`src/sv/bilinear_particle_deposit_assert.svh`:
```
// Assertion macros for the bilinear particle deposit block.
// Included by bilinear_particle_deposit, the only module that carries concurrent checks; no other dependencies.
`ifndef BILINEAR_PARTICLE_DEPOSIT_ASSERT_SVH
`define BILINEAR_PARTICLE_DEPOSIT_ASSERT_SVH

// same-cycle implication, disabled in reset
`define BPD_ASSERT_IMPLIES(label, clk, rst, a, b) \
  label: assert property (@(posedge clk) disable iff (rst) (a) |-> (b)) \
    else $error("bpd assertion failed");

// next-cycle implication, disabled in reset
`define BPD_ASSERT_NEXT(label, clk, rst, a, b) \
  label: assert property (@(posedge clk) disable iff (rst) (a) |=> (b)) \
    else $error("bpd assertion failed");

`endif

```
`src/sv/bpd_pkg.sv`:
```
// Package for the bilinear particle deposit block: payload types, codes,
// state encoding and the per-axis split function. No dependencies.
package bpd_pkg;

  localparam int DEF_MESH_WIDTH  = 64;
  localparam int DEF_MESH_HEIGHT = 64;

  // function codes
  localparam logic [1:0] FUNC_DEPOSIT    = 2'd0;
  localparam logic [1:0] FUNC_READ       = 2'd1;
  localparam logic [1:0] FUNC_READ_CLEAR = 2'd2;

  // register indexes
  localparam logic [1:0] REG_INV_W   = 2'd0;
  localparam logic [1:0] REG_INV_H   = 2'd1;
  localparam logic [1:0] REG_WSCALE  = 2'd2;

  localparam logic [31:0] INV_W_RESET  = 32'd65536;
  localparam logic [31:0] INV_H_RESET  = 32'd65536;
  localparam logic [31:0] WSCALE_RESET = 32'd1048576;

  localparam logic [23:0] FRAC_CAP = 24'hFF_FFFF;
  localparam logic signed [50:0] VAL_MAX = 51'sh0_7FFF_FFFF_FFFF;
  localparam logic signed [50:0] VAL_MIN = -51'sh0_8000_0000_0000;

  typedef struct packed {
    logic [1:0]  func;
    logic [31:0] pos_x;
    logic [31:0] pos_y;
    logic [11:0] cell_index;
  } in_t;

  typedef struct packed {
    logic signed [47:0] cell_value;
    logic [11:0]        cell_read;
  } out_t;

  typedef enum logic [3:0] {
    ST_CLR, ST_IDLE, ST_MX, ST_MY, ST_SPLITY, ST_PREP,
    ST_WMUL, ST_HMUL, ST_LMUL, ST_SUM, ST_ADD, ST_RDONE
  } state_t;

  typedef struct packed {
    logic [31:0] idx;
    logic [23:0] frac;
  } split_t;

  // clamp the integer part of a Q32.32 coordinate, keep a capped Q.16 fraction
  function automatic split_t axis_split(input logic [63:0] scaled,
                                        input logic [31:0] lim);
    split_t      r;
    logic [31:0] ip;
    logic [31:0] i;
    logic [31:0] d;
    ip = scaled[63:32];
    i  = (ip > lim) ? lim : ip;
    d  = ip - i;
    r.idx  = i;
    r.frac = (d > 32'd255) ? FRAC_CAP : {d[7:0], scaled[31:16]};
    return r;
  endfunction

endpackage

```
`src/sv/bpd_mul.sv`:
```
// Shared 32x32 unsigned multiplier with a registered product.
// Uses bpd_pkg only by convention; no submodules.
module bpd_mul
  import bpd_pkg::*;
(
  input  logic        clk,
  input  logic [31:0] a,
  input  logic [31:0] b,
  output logic [63:0] p
);

  // one product per cycle, available the cycle after the operands
  always_ff @(posedge clk) begin
    p <= 64'(a) * 64'(b);
  end

endmodule

```
`config.mk`:
```
export PLATFORM = sky130hd
export DESIGN_NAME = bpd_mul
export DESIGN_NICKNAME = d
export VERILOG_FILES = /design/src/sv/bilinear_particle_deposit_assert.svh /design/src/sv/bpd_pkg.sv /design/src/sv/bpd_mul.sv
export SDC_FILE = /design/constraint.sdc
export NUM_CORES = 2
export LEC_CHECK = 0
export BUFFER_PORTS_ARGS = -buffer_cell sky130_fd_sc_hd__buf_2
export CORE_MARGIN = 5
export CORE_UTILIZATION = 57
export DETAILED_ROUTE_END_ITERATION = 12
export PLACE_DENSITY = 0.8
export SLEW_MARGIN = 30
export SYNTH_ARGS = -nofsm -noshare
export SYNTH_HDL_FRONTEND = slang
export SYNTH_SLANG_ARGS = --single-unit
```
`constraint.sdc`:
```
create_clock -name clk -period 18.3 [get_ports clk]
set_clock_uncertainty 0.05 [all_clocks]
set_input_delay 1.83 -clock clk [delete_from_list [all_inputs] [get_ports clk]]
set_output_delay 1.83 -clock clk [all_outputs]
set_load 0.05 [all_outputs]
```
==> results.txt <==
Traced cell by cell, the critical path runs through buf_2, nand2_1, fa_1, inv_1, fa_1, inv_1, fa_1, inv_1, fa_1, fa_1, fa_1, fa_1, inv_1, fa_1, inv_1, ha_1, nand4_1, or4_1, or3_1, a31oi_1, a31o_2, a211oi_1, o21ai_1, xor2_1. In this run, CTS created clock tree buffers numbering 9. For the pin with the worst max-slew slack, the measured transition is 0.824 ns. The class of the worst hold path is input pin to register.

The kind of capture point of the worst setup path was a register. The worst path uses 52.0% of the clock period. The synthesized netlist devotes 17.6% of its cell area to simple gates. The die is 257 um tall.

Count of cells resized by post-cts repair: 0. Number of global-route vias before repair: 28,200. The compound-gate portion of the synthesized area was 4.15%.

TritonCTS built the clock tree. The worst setup path is launched from an input pin. The cell count after synthesis is 3,748. Slowest stage cell on the critical path: sky130_fd_sc_hd__fa_1. The net count of the finished layout is 4,894. The share of cells above drive strength 1 came out at 4.46%.

The largest family of logic cells by synthesized area is adder cells. Static timing analysis puts the maximum clock frequency at 105 MHz. The library cells used most frequently in the layout, excluding fill and tap cells, are sky130_fd_sc_hd__fa_1, sky130_fd_sc_hd__inv_1, sky130_fd_sc_hd__and2_1.

Dividing the synthesized area by the synthesized cell count gives 9.25 um2. Setup repair after global routing left no endpoint under its margin. The tool flagged a number of max-cap violations equal to 0. After detailed routing, the number of remaining DRC violations is 0.

The smallest clock period supported by the final layout is computed as 9.52 ns. For this run, the leading register cell type out of synthesis is sky130_fd_sc_hd__dfxtp_1. The run gives 0 as the total overflow reported by the global router. The number of flops mapped to enable cells by yosys was 0; the effective utilization at floorplan was 57.5%. The detail-routed via count per cell is 5.64, and the aggregate global-route resource usage is 27.5%. In this design, the stage delay of the slowest critical-path cell is 0.57 ns. The library cell used most frequently in the layout, excluding fill and tap cells, is sky130_fd_sc_hd__fa_1. The quantity of I/O buffers inserted on ports is 128, and the largest net degree at the start of global routing is 33. The logs give 1,641 for the first-iteration detailed-routing DRC count and 0 for the yosys synthesis warning count. The run gives 90 as the number of placement rows.

Setup violations remaining at the end of the flow were counted as 0. The total via count after detailed routing was 25,100. After synthesis, the share of flip-flops with an asynchronous set or reset is 0%.

The run gives 0 as the post-CTS setup-driven buffer insertion count. Summing the areas of all xor and xnor instances in the mapped netlist gives 1.52% of the synthesized area. From synthesis to final layout, the design area changed by 3.27%. The floorplan step defined a core boundary enclosing 60,400 um2. The first detailed-routing pass took 6 iterations. After clock tree synthesis, the flow added hold-fix buffers numbering 0. After clock tree synthesis, the clock-pin slew on the worst setup and hold paths is 0.06 ns. The maximum buffer depth of the clock tree came out at 2. The count of H-tree levels built during CTS is 3.

The max-slew violation count was 0. Ranked by total cell area, the synthesized netlist is headed by sky130_fd_sc_hd__fa_1, sky130_fd_sc_hd__and2_1, sky130_fd_sc_hd__ha_1, sky130_fd_sc_hd__inv_1, sky130_fd_sc_hd__nand2_1. The area of the die is 65,900 um2. The logs give 45.1% for the tightest slew margin relative to the limit and 2 for the number of antenna violations at the first check in global routing. Wires add up to 88,000 um. The number of flip-flops in the largest register works out to 64. By startpoint and endpoint, the worst setup path is classified as input pin to register. The largest registers in the layout are p: 64 flops. The mapped netlist covers 34,700 um2.

The filler cells instantiated in the layout total 5,019. When the netlist entered floorplanning its net count stood at 4,972. The share of synthesized area occupied by flip-flops and latches came out at 3.69%.

Cell at the root of the clock tree: sky130_fd_sc_hd__clkbuf_16. In this design, the critical path's most frequently occurring cell is sky130_fd_sc_hd__fa_1. Counting flops per register, the top entry is p. Measured against the total synthesized area, the mux share comes to 0.0289%.

Of all cell types, the one taking the most synthesized area is sky130_fd_sc_hd__fa_1. Summing the areas of all fa, ha and maj instances in the mapped netlist gives 61.2% of the synthesized area. The top cell type by area accounts for 51.7% of the synthesized area. For the global-route wire length before repair, the log shows 145,000 um.

The die is 257 um wide. The congestion estimate from routability-driven global placement came to 0.936. After synthesis, the netlist uses 57 different library cells. The required time of the critical path was 18.52 ns.

The tools report the number of failing hold endpoints at the final stage as 0. The flow ran to the end, and the final reports show no timing, DRC or antenna violations. The largest fanout on the critical path was 32. In this run, synthesis produced a sequential element count of 64.

At the worst endpoint, the arrival time is 9.75 ns. Detailed placement ended at an HPWL of 70,600 um. The routed length per instance works out to 19.7 um. Once detail routing completed, the nets flagged for antenna violations numbered 0. The tools report the number of top-level design ports as 129. In the final timing run, aggregate negative setup slack is 0 ns. Number of sinks driven by the clock tree: 64.
layout make-up:
type	instances	area (um2)	area share [%]
Sequential cell	64	1280	3.58
Clock inverter	5	63.8	0.178
Antenna cell	3	7.51	0.0210
Multi-Input combinational cell	2599	29300	81.9
Tap cell	782	978	2.73
Clock buffer	11	253	0.706
Timing Repair Buffer	131	663	1.85
Inverter	865	3250	9.07
per-layer routing:
metal	vias to the layer above	global-route usage (%)	wire length (um)
li1	10700	-	-
met1	13000	33.1	31600
met2	1172	48.2	44800
met3	321	4.31	6140
met4	2	13.7	5440
met5	-	0	12
worst max-delay path: cells and delay by family:
kind,cells,cell delay (ns)
adder cells (fa/ha/maj),9,4.52
XOR/XNOR,1,0.15
buffers and inverters,6,0.83
AND/OR/NAND/NOR,4,1.23
AO/OA/AOI/OAI,4,1.16
final timing paths:
path | startpoint | to | slack [ns] | cells after the start
worst max-delay path | b[8] | p[62] | 8.78 | 24
worst min-delay path | a[0] | p[0] | 2.11 | 2
through the flow:
step,cell area [um2],util (%),hold slack [ns],worst slack [ns],instances
floorplan,34700,-,1.91,9.67,3748
CTS,35800,59.3,2.08,8.96,4457
global placement,35500,58.8,2.25,8.76,4441
global route,35800,59.3,2.12,8.57,4458
finish,35800,59.3,2.11,8.78,4460
detailed placement,35500,58.8,2.25,8.62,4441
Yosys cell counts, types with 21 or more instances:
cell type,n
sky130_fd_sc_hd__a21o_1,40
sky130_fd_sc_hd__a21oi_1,63
sky130_fd_sc_hd__and2_1,602
sky130_fd_sc_hd__clkbuf_1,213
sky130_fd_sc_hd__dfxtp_1,64
sky130_fd_sc_hd__fa_1,896
sky130_fd_sc_hd__ha_1,263
sky130_fd_sc_hd__inv_1,865
sky130_fd_sc_hd__nand2_1,480
sky130_fd_sc_hd__nand4_1,23
sky130_fd_sc_hd__o21ai_0,21
sky130_fd_sc_hd__xnor2_1,35
sky130_fd_sc_hd__xor2_1,25
cell families after synthesis:
| family | after synthesis |
|---|---|
| XOR/XNOR | 60 |
| flip-flops | 64 |
| AND/OR/NAND/NOR | 1177 |
| adder cells (fa/ha/maj) | 1159 |
| AO/OA/AOI/OAI | 202 |
| multiplexers | 1 |
| buffers and inverters | 1085 |
Power is not shown: default switching activity piles up to over one toggle a cycle in this logic, so the estimate is an artifact.
